$ cat src/rtl/rlsfd_pkg.sv
package rlsfd_pkg;

  localparam int MAX_LEDS = 256;
  localparam int ROW_W = $clog2(MAX_LEDS);
  localparam int COUNT_W = $clog2(MAX_LEDS + 1);

  localparam int OP_W = 2;
  localparam int PIX_W = 8;
  localparam int POS_W = 8;
  localparam int TICK_W = 8;
  localparam int CFG_IDX_W = 3;
  localparam int CFG_DATA_W = 9;

  localparam logic [OP_W-1:0] OP_WHEEL = 2'd0;
  localparam logic [OP_W-1:0] OP_START = 2'd1;
  localparam logic [OP_W-1:0] OP_TICK  = 2'd2;

  localparam logic [CFG_IDX_W-1:0] REG_ONE_HIGH  = 3'd0;
  localparam logic [CFG_IDX_W-1:0] REG_ONE_LOW   = 3'd1;
  localparam logic [CFG_IDX_W-1:0] REG_ZERO_HIGH = 3'd2;
  localparam logic [CFG_IDX_W-1:0] REG_ZERO_LOW  = 3'd3;
  localparam logic [CFG_IDX_W-1:0] REG_LED_COUNT = 3'd4;

  typedef struct packed {
    logic write_pixel;
    logic start_fetch;
    logic next_fetch;
    logic tick_step;
    logic load_byte;
    logic capture;
  } cmd_t;

  typedef struct packed {
    logic start_ok;
    logic tick_fetch;
  } status_t;

endpackage

$ cat src/rtl/rlsfd_controller.sv
module rlsfd_controller import rlsfd_pkg::*; (
  input  logic            clk,
  input  logic            rst,
  input  logic            in_valid,
  input  logic [OP_W-1:0] operation,
  output logic            in_ready,
  output logic            out_valid,
  input  logic            out_ready,
  input  status_t         status,
  output cmd_t            cmd
);

  localparam logic ST_RUN  = 1'b0;
  localparam logic ST_LOAD = 1'b1;

  logic state;
  logic state_next;
  logic out_valid_next;
  logic accept;
  logic fetch;

  assign in_ready = (state == ST_RUN) && (!out_valid || out_ready);
  assign accept = in_valid && in_ready;

  always_comb begin
    cmd.write_pixel = accept && (operation == OP_WHEEL);
    cmd.start_fetch = accept && (operation == OP_START) && status.start_ok;
    cmd.next_fetch = accept && (operation == OP_TICK) && status.tick_fetch;
    cmd.tick_step = accept && (operation == OP_TICK) && !status.tick_fetch;
    cmd.load_byte = (state == ST_LOAD);
    fetch = cmd.start_fetch || cmd.next_fetch;
    cmd.capture = (accept && !fetch) || (state == ST_LOAD);
  end

  always_comb begin
    state_next = state;
    unique case (state)
      ST_RUN: begin
        if (fetch) begin
          state_next = ST_LOAD;
        end
      end
      ST_LOAD: state_next = ST_RUN;
      default: state_next = ST_RUN;
    endcase
  end

  always_comb begin
    priority if (cmd.capture) begin
      out_valid_next = 1'b1;
    end else if (out_ready) begin
      out_valid_next = 1'b0;
    end else begin
      out_valid_next = out_valid;
    end
  end

  always_ff @(posedge clk) begin
    if (rst) begin
      state <= ST_RUN;
      out_valid <= 1'b0;
    end else begin
      state <= state_next;
      out_valid <= out_valid_next;
    end
  end

  // The result register is always free while the frame memory read completes.
  a_load_out_free: assert property (@(posedge clk) disable iff (rst)
    (state == ST_LOAD) |-> !out_valid)
    else $error("result pending during byte load");

  a_fetch_to_load: assert property (@(posedge clk) disable iff (rst)
    (cmd.start_fetch || cmd.next_fetch) |=> (state == ST_LOAD))
    else $error("memory fetch not followed by byte load");

  a_load_gives_result: assert property (@(posedge clk) disable iff (rst)
    (state == ST_LOAD) |=> (state == ST_RUN) && out_valid)
    else $error("byte load did not produce a result");

endmodule

$ cat config.mk
export PLATFORM = sky130hd
export DESIGN_NAME = rlsfd_controller
export DESIGN_NICKNAME = d
export VERILOG_FILES = /design/src/rtl/rlsfd_pkg.sv /design/src/rtl/rlsfd_controller.sv
export SDC_FILE = /design/constraint.sdc
export NUM_CORES = 1
export LEC_CHECK = 0
export BUFFER_PORTS_ARGS = -buffer_cell sky130_fd_sc_hd__buf_2
export CAP_MARGIN = 20
export CORE_AREA = 2 2 39 41
export CTS_CLUSTER_SIZE = 12
export DETAILED_ROUTE_END_ITERATION = 10
export DIE_AREA = 0 0 41 43
export GPL_TIMING_DRIVEN = 0
export HOLD_SLACK_MARGIN = 0.1
export PLACE_DENSITY_LB_ADDON = 0.1
export SYNTH_ARGS = -nofsm -noshare
export SYNTH_HDL_FRONTEND = slang
export SYNTH_SLANG_ARGS = --single-unit
$ cat constraint.sdc
create_clock -name clk -period 2.1 [get_ports clk]
set_input_delay 0.105 -clock clk [delete_from_list [all_inputs] [get_ports clk]]
set_output_delay 0.105 -clock clk [all_outputs]
set_load 0.005 [all_outputs]
# Word level (Yosys, flattened, before mapping)
# Cells that the tools add are included.
# op_classes
mux	4
bitwise_logic	1
n_reduce_logical	17
eq_ne	2
# op_table
op	count
$logic_and A1 B1 Y1	9
$logic_not A1 Y1	3
$logic_or A1 B1 Y1	3
$mux W1	3
$eq A2 B1 Y1 const B	1
$eq A2 B2 Y1 const B	1
$logic_not A2 Y1	1
$pmux W1 S2	1
$reduce_bool A2 Y1	1
$not A1 Y1	1
# totals
word_cells	26
ff_bits	2

# Depth between registers and ports, before layout
# Gate-level depths: netlist (run 1).
# depth
word_depth	11
mapped_depth	4

# Least setup slack after synthesis (run 1)
# Ideal clock, no wire load.
# synth_path
path_kind	reg-to-output
startpoint	register out_valid
endpoint	output cmd[0] in the netlist's numbering
path_buffers	1
stages_incl_launch_ff	5
arrival_ps	903
setup_slack_ps	1092
cell_sequence	dfxtp_1 inv_1 o211ai_4 o21ai_0 buf_4
# synth_lines
element	line_no	rtl
from (decl)	rlsfd_controller.sv:7	output logic out_valid,
from (signal assigned)	rlsfd_controller.sv:64	out_valid <= out_valid_next;
to (decl)	rlsfd_controller.sv:10	output cmd_t cmd

==> results of run 1 <==
-- final cells by class --
cell class              count  share of cell area, %
multi-input cells          13                   37.2
well taps                  16                   6.61
plain buffers               2                   4.96
flip-flops and latches      2                   13.2
inverters                   2                   2.48
repair buffers             16                   28.1
clock buffers               3                   7.44
-- per-stage QoR --
step	area, sq um	power (mW)
3_5_place_dp	270	0.0853
6_report	303	0.170
4_1_cts	303	0.179
2_1_floorplan	175	0.0643
5_1_grt	303	0.191
3_3_place_gp	270	0.0850
-- worst max path at each step --
stage | cells past startpoint | end | startpoint | slack, ns
floorplan | 4 | cmd[0] | out_valid$_SDFFE_PP0P_ | 1.09
global placement | 5 | cmd[0] | out_valid$_SDFFE_PP0P_ | 0.94
detailed placement | 5 | cmd[0] | out_valid$_SDFFE_PP0P_ | 0.94
CTS | 5 | cmd[0] | out_valid$_SDFFE_PP0P_ | 0.69
global route | 5 | cmd[0] | out_valid$_SDFFE_PP0P_ | 0.59
finish | 5 | cmd[0] | out_valid$_SDFFE_PP0P_ | 0.73
-- logic make-up (layout without fill, tap and decap cells) --
kind of cell	Yosys count	in the layout	share of synthesized area, %
AO/OA/AOI/OAI	6	6	29.3
buffers and inverters	4	23	12.9
flip-flops	2	2	22.9
AND/OR/NAND/NOR	7	7	35.0
-- flip-flops by register name, summed over array words and instances, names as in the netlist --
name	flops
out_valid	1
state	1
-- per-layer routing --
metal  wire length (um)  share of wire, %
met5                  0                 0
met4                  0                 0
met3                 51                11
met2                253                53
met1                175                36
-- report_power, final --
| part | switching, mW | total, mW | internal (mW) |
|---|---|---|---|
| Sequential | 0.00143 | 0.0419 | 0.0405 |
| Combinational | 0.0203 | 0.0432 | 0.0229 |
| Clock | 0.0221 | 0.0852 | 0.0631 |
| Total | 0.0439 | 0.170 | 0.126 |
-- worst register-to-register path, delay by kind of cell (launching register included) --
family                 cells  cell delay (ns)
AO/OA/AOI/OAI              1             0.27
buffers and inverters      1             0.07
flip-flops                 1             0.31
AND/OR/NAND/NOR            1             0.07
-- cell usage in the layout (no fill, tap or decap), drive strengths merged --
cell / Yosys / routed
buf: 2 / 17
clkbuf: 0 / 3
nor3: 2 / 2
dfxtp: 2 / 2
inv: 2 / 2
o211ai: 2 / 2
o21ai: 2 / 2
nor4b: 2 / 2
nand2: 1 / 1
nand3b: 1 / 1
nor2: 1 / 1
o21a: 1 / 1
a21oi: 1 / 1
dlygate4sd3: 0 / 1
-- repair_timing --
item	4_1_cts	5_1_grt
setup buffers	0	0
endpoints found under the hold margin	2	0
hold buffers	1	0
==> flow_summary.json, run 1 <==
{
  "antenna_cells": 0,
  "synth_nets": 27,
  "leakage_nw": 0.150,
  "grt_overflow_total": 0,
  "cts_tree": "built",
  "place_ws_ns": 0.936,
  "wl_um": 480,
  "synth_area_leaders": "dfxtp_1, nor4b_4, o211ai_4",
  "post-synth-top-area-cell": "dfxtp_1",
  "vias": 210,
  "grt_pass1_wl_um": 800,
  "finalNetCount": 48,
  "dp_cells": 50,
  "avgViaCountPerCell": 3.89,
  "num_rows": 14,
  "postRouteAntennaNets": 0,
  "r2r_slack_ns": 1.26,
  "yosys_warnings": 0,
  "drive_gt1_share_pct": 63.2,
  "hold_depth": 3,
  "maxSlewViolCount": 0,
  "synthFlopType": "dfxtp_1",
  "clkTransAtPathRegs_ns": 0.03,
  "cts_buffer_depth": 2,
  "ir_worst_vdd_mv": 0.230,
  "synth-edff-count": 0,
  "syn_inst": 19,
  "critPathTopFamily": "compound AO/OA/AOI/OAI gates",
  "hp-start": "in_valid",
  "dieArea_sq_mm": 0.00176,
  "period_share_pct": 65.4,
  "htreeDepth": 1,
  "hold_end": "out_valid$_SDFFE_PP0P_",
  "yosysUniqueCellTypes": 16,
  "synth_common_cells": "buf_4, dfxtp_1, nor3_1",
  "multi_input_area_sq_um": 113,
  "fin_worst_skew_ns": 0.00174,
  "synth_top_cell_area_share_pct": 22.9,
  "slew_headroom_pct": 82.8,
  "worst_slack_ns": 0.726,
  "crit_buf_inv": 3,
  "crit_chain": "inv_1, o211ai_4, o21ai_0, buf_4, buf_2",
  "hold_ws_ns": 0.214,
  "die_x_um": 41,
  "grt_start_max_net_pins": 7,
  "worstHoldPathType": "in -> reg",
  "synth.avg_cell_area_sq_um": 9.22,
  "slowest_stage": "dfxtp_1",
  "rsz0062_at_grt": "false",
  "cts_sinks": 2,
  "wl_per_cell_um": 8.89,
  "r2r_cells": 3,
  "seq_area_frac_synth_pct": 22.9,
  "met1_usage_pct": 7.35,
  "grt_pass1_vias": 213,
  "critPathArrivalTime_ns": 1.27,
  "top_usage_layer": "met2",
  "boundaryPins": 16,
  "gp_congestion": 0.561,
  "async_reset_ff_share_pct": 0,
  "cp_max_fo": 6,
  "post_cts_resize_count": 0,
  "synthToLayoutAreaGrowth_pct": 72.9,
  "setup_viol": 0,
  "powerDensity_mw_per_mm2": 563,
  "start_kind": "flip-flop",
  "initial_core_util_pct": 12.7,
  "fin_tns_setup_ns": 0,
  "insertion_delay_ns": 0.22,
  "nFillCells": 163,
  "port_buffers": 15,
  "fp.coreArea_sq_mm": 0.00138,
  "dp_hpwl_um": 409,
  "regArea_sq_um": 40.0,
  "min_period_ns": 1.37,
  "use_met2_pct": 10.0,
  "cts_buffers": 3,
  "path_class": "reg -> out",
  "cts-root-buf": "clkbuf_4",
  "post-route-drc-count": 0,
  "drv.max_cap_violation_count": 0,
  "final_hold_viol_count": 0,
  "status": "finished, final reports clean",
  "die_height_um": 43,
  "timing.rr.start": "out_valid$_SDFFE_PP0P_",
  "critical-path-max-stage-delay_ns": 0.31,
  "synth_area_sq_um": 175,
  "antenna_found_initial": 0,
  "fmax_mhz": 728,
  "required_ns": 2.00,
  "r2r_end": "state$_SDFF_PP0_",
  "final_cells": 54,
  "utilization_pct": 21.9,
  "synth.ff_latch_count": 2,
  "drtIter0Drc": 1,
  "dr.pass1.iters": 2,
  "grtUsageTotal_pct": 7.31,
  "end_kind": "output pin",
  "worst_pin_slew_ns": 0.257,
  "gr-usage-met3_pct": 3.14
}
No activity file was read; power rests on OpenSTA's default activity.
==> inputs of run 2 (changes only) <==
Clock period 2.1 ns to 1.3 ns, I/O delays scaled along.
==> run 2 against run 1 <==
  * Critical path depth stayed put
  * Sequential power grew 64%
  * Cell count grew 1.9%
  * Design area rose by 5.4%
  * Routed wire length is 2.9% higher
  * Sequential share of layout area decreased by 0.28 points
  * Total power increased by 66%
  * Largest power group unchanged
  * Highest routed layer unchanged
==> flow_summary.json, run 2 (synthesis gave the netlist of run 1 again) <==
{
  "status": "finished, final reports clean",
  "worstHoldPathType": "in -> reg",
  "htreeDepth": 1,
  "cts-root-buf": "clkbuf_4",
  "num_rows": 14,
  "r2r_slack_ns": 0.37,
  "fmax_mhz": 825,
  "initial_core_util_pct": 12.7,
  "hp-start": "in_valid",
  "required_ns": 1.24,
  "place_ws_ns": 0.176,
  "path_class": "reg -> out",
  "crit_start": "state$_SDFF_PP0_",
  "leakage_nw": 0.156,
  "fp.coreArea_sq_mm": 0.00138,
  "wl_per_cell_um": 8.98,
  "port_buffers": 15,
  "dp_hpwl_um": 409,
  "antenna_found_initial": 0,
  "grtUsageTotal_pct": 7.52,
  "timing.rr.start": "state$_SDFF_PP0_",
  "drv.max_cap_violation_count": 0,
  "hold_depth": 3,
  "layout_common_cells": "buf_2, buf_4, clkbuf_4",
  "dr.pass1.iters": 2,
  "final_hold_viol_count": 0,
  "maxSlewViolCount": 0,
  "cts_buffer_depth": 2,
  "cts_buffers": 3,
  "grt_pass1_vias": 217,
  "slowest_stage": "dfxtp_2",
  "grt_start_max_net_pins": 7,
  "powerDensity_mw_per_mm2": 884,
  "cts_sinks": 2,
  "rsz0062_at_grt": "false",
  "drtIter0Drc": 1,
  "grt_pass1_wl_um": 814,
  "avgViaCountPerCell": 3.87,
  "insertion_delay_ns": 0.22,
  "grt_overflow_total": 0,
  "period_share_pct": 93.2,
  "antenna_cells": 0,
  "die_height_um": 43,
  "synthToLayoutAreaGrowth_pct": 82.1,
  "boundaryPins": 16,
  "finalNetCount": 49,
  "vias": 213,
  "crit_chain": "inv_4, o211ai_4, buf_4, nor3_1, buf_2",
  "r2r_end": "state$_SDFF_PP0_",
  "end_kind": "output pin",
  "slew_headroom_pct": 85.7,
  "postRouteAntennaNets": 0,
  "gp_congestion": 0.561,
  "wl_um": 494,
  "top_regs": "out_valid (1), state (1)",
  "dieArea_sq_mm": 0.00176,
  "setup_viol": 0,
  "fin_worst_skew_ns": 0.00195,
  "worst_slack_ns": 0.0878,
  "clkTransAtPathRegs_ns": 0.03,
  "die_x_um": 41,
  "critPathArrivalTime_ns": 1.15,
  "layout_commonest_cell": "buf_2",
  "critical-path-max-stage-delay_ns": 0.34,
  "post-route-drc-count": 0,
  "worst_pin_slew_ns": 0.211,
  "cp_max_fo": 4,
  "fin_tns_setup_ns": 0,
  "cts_tree": "built",
  "min_period_ns": 1.21,
  "ir_worst_vdd_mv": 0.372,
  "start_kind": "flip-flop",
  "hold_end": "out_valid$_SDFFE_PP0P_",
  "drive_gt1_share_pct": 71.8,
  "r2r_cells": 4
}
[run 2: cell types whose count changed in the layout (fill, tap and decap cells not counted)]
cell,before,now
dfxtp_2,0,1
buf_4,2,3
o21ai_0,1,0
dfxtp_1,2,1
inv_1,1,0
o21ai_1,1,2
inv_4,0,1
nor3_1,2,1
nor3_2,0,1
[run 2: stage by stage]
stage / instances / cell area [sq um] / hold WS (ns) / total power, mW / utilization [%]
6_report: 55 / 319 / 0.175 / 0.282 / 23.1
5_1_grt: 55 / 319 / 0.198 / 0.315 / 23.1
4_1_cts: 55 / 310 / 0.173 / 0.293 / 22.4
3_5_place_dp: 50 / 270 / 0.288 / 0.138 / 19.5
3_3_place_gp: 50 / 270 / 0.279 / 0.137 / 19.5
2_1_floorplan: 19 / 175 / 0.134 / 0.104 / -
[run 2: power by group]
group,total [mW],internal (mW),switching (mW)
logic,0.0757,0.0407,0.0350
registers,0.0686,0.0656,0.00307
clock network,0.138,0.102,0.0359
[run 2: cell type report]
type	instances	area, sq um
Fill cell	162	1060
Multi-Input combinational cell	13	118
Timing Repair Buffer	17	92.6
Sequential cell	2	41.3
Clock buffer	3	22.5
Tap cell	16	20.0
Buffer	2	15.0
Inverter	2	10.0
[run 2: how the worst max path moves through the flow]
stage	endpoint	depth (start not counted)	slack (ns)
floorplan	cmd[0]	4	0.33
detailed placement	cmd[0]	5	0.18
global placement	cmd[0]	5	0.18
global route	cmd[2]	4	0.002
CTS	cmd[3]	5	0.02
finish	cmd[5]	5	0.09
[run 2: critical path, delay by kind of cell (launching register included)]
family                 cells  cell delay (ns)
AO/OA/AOI/OAI              1             0.07
buffers and inverters      3             0.37
AND/OR/NAND/NOR            1             0.14
flip-flops                 1             0.34
[run 2: layer usage]
layer	global-route usage [%]	vias to the layer above	wire length, um	share of wire, %
met2	10.6	8	267	54
met5	0	-	0	0
met4	8.00	0	0	0
met3	3.14	0	51	10
met1	7.35	94	175	35
li1	-	111	-	-
[run 2: repair_timing]
item / in CTS / in global routing
endpoints found under the setup margin: 1 / 4
pin swaps: 1 / 0
buffers inserted: 1 / 0
resized for setup: 0 / 5
endpoints found under the hold margin: 2 / 0
hold buffers: 1 / 0
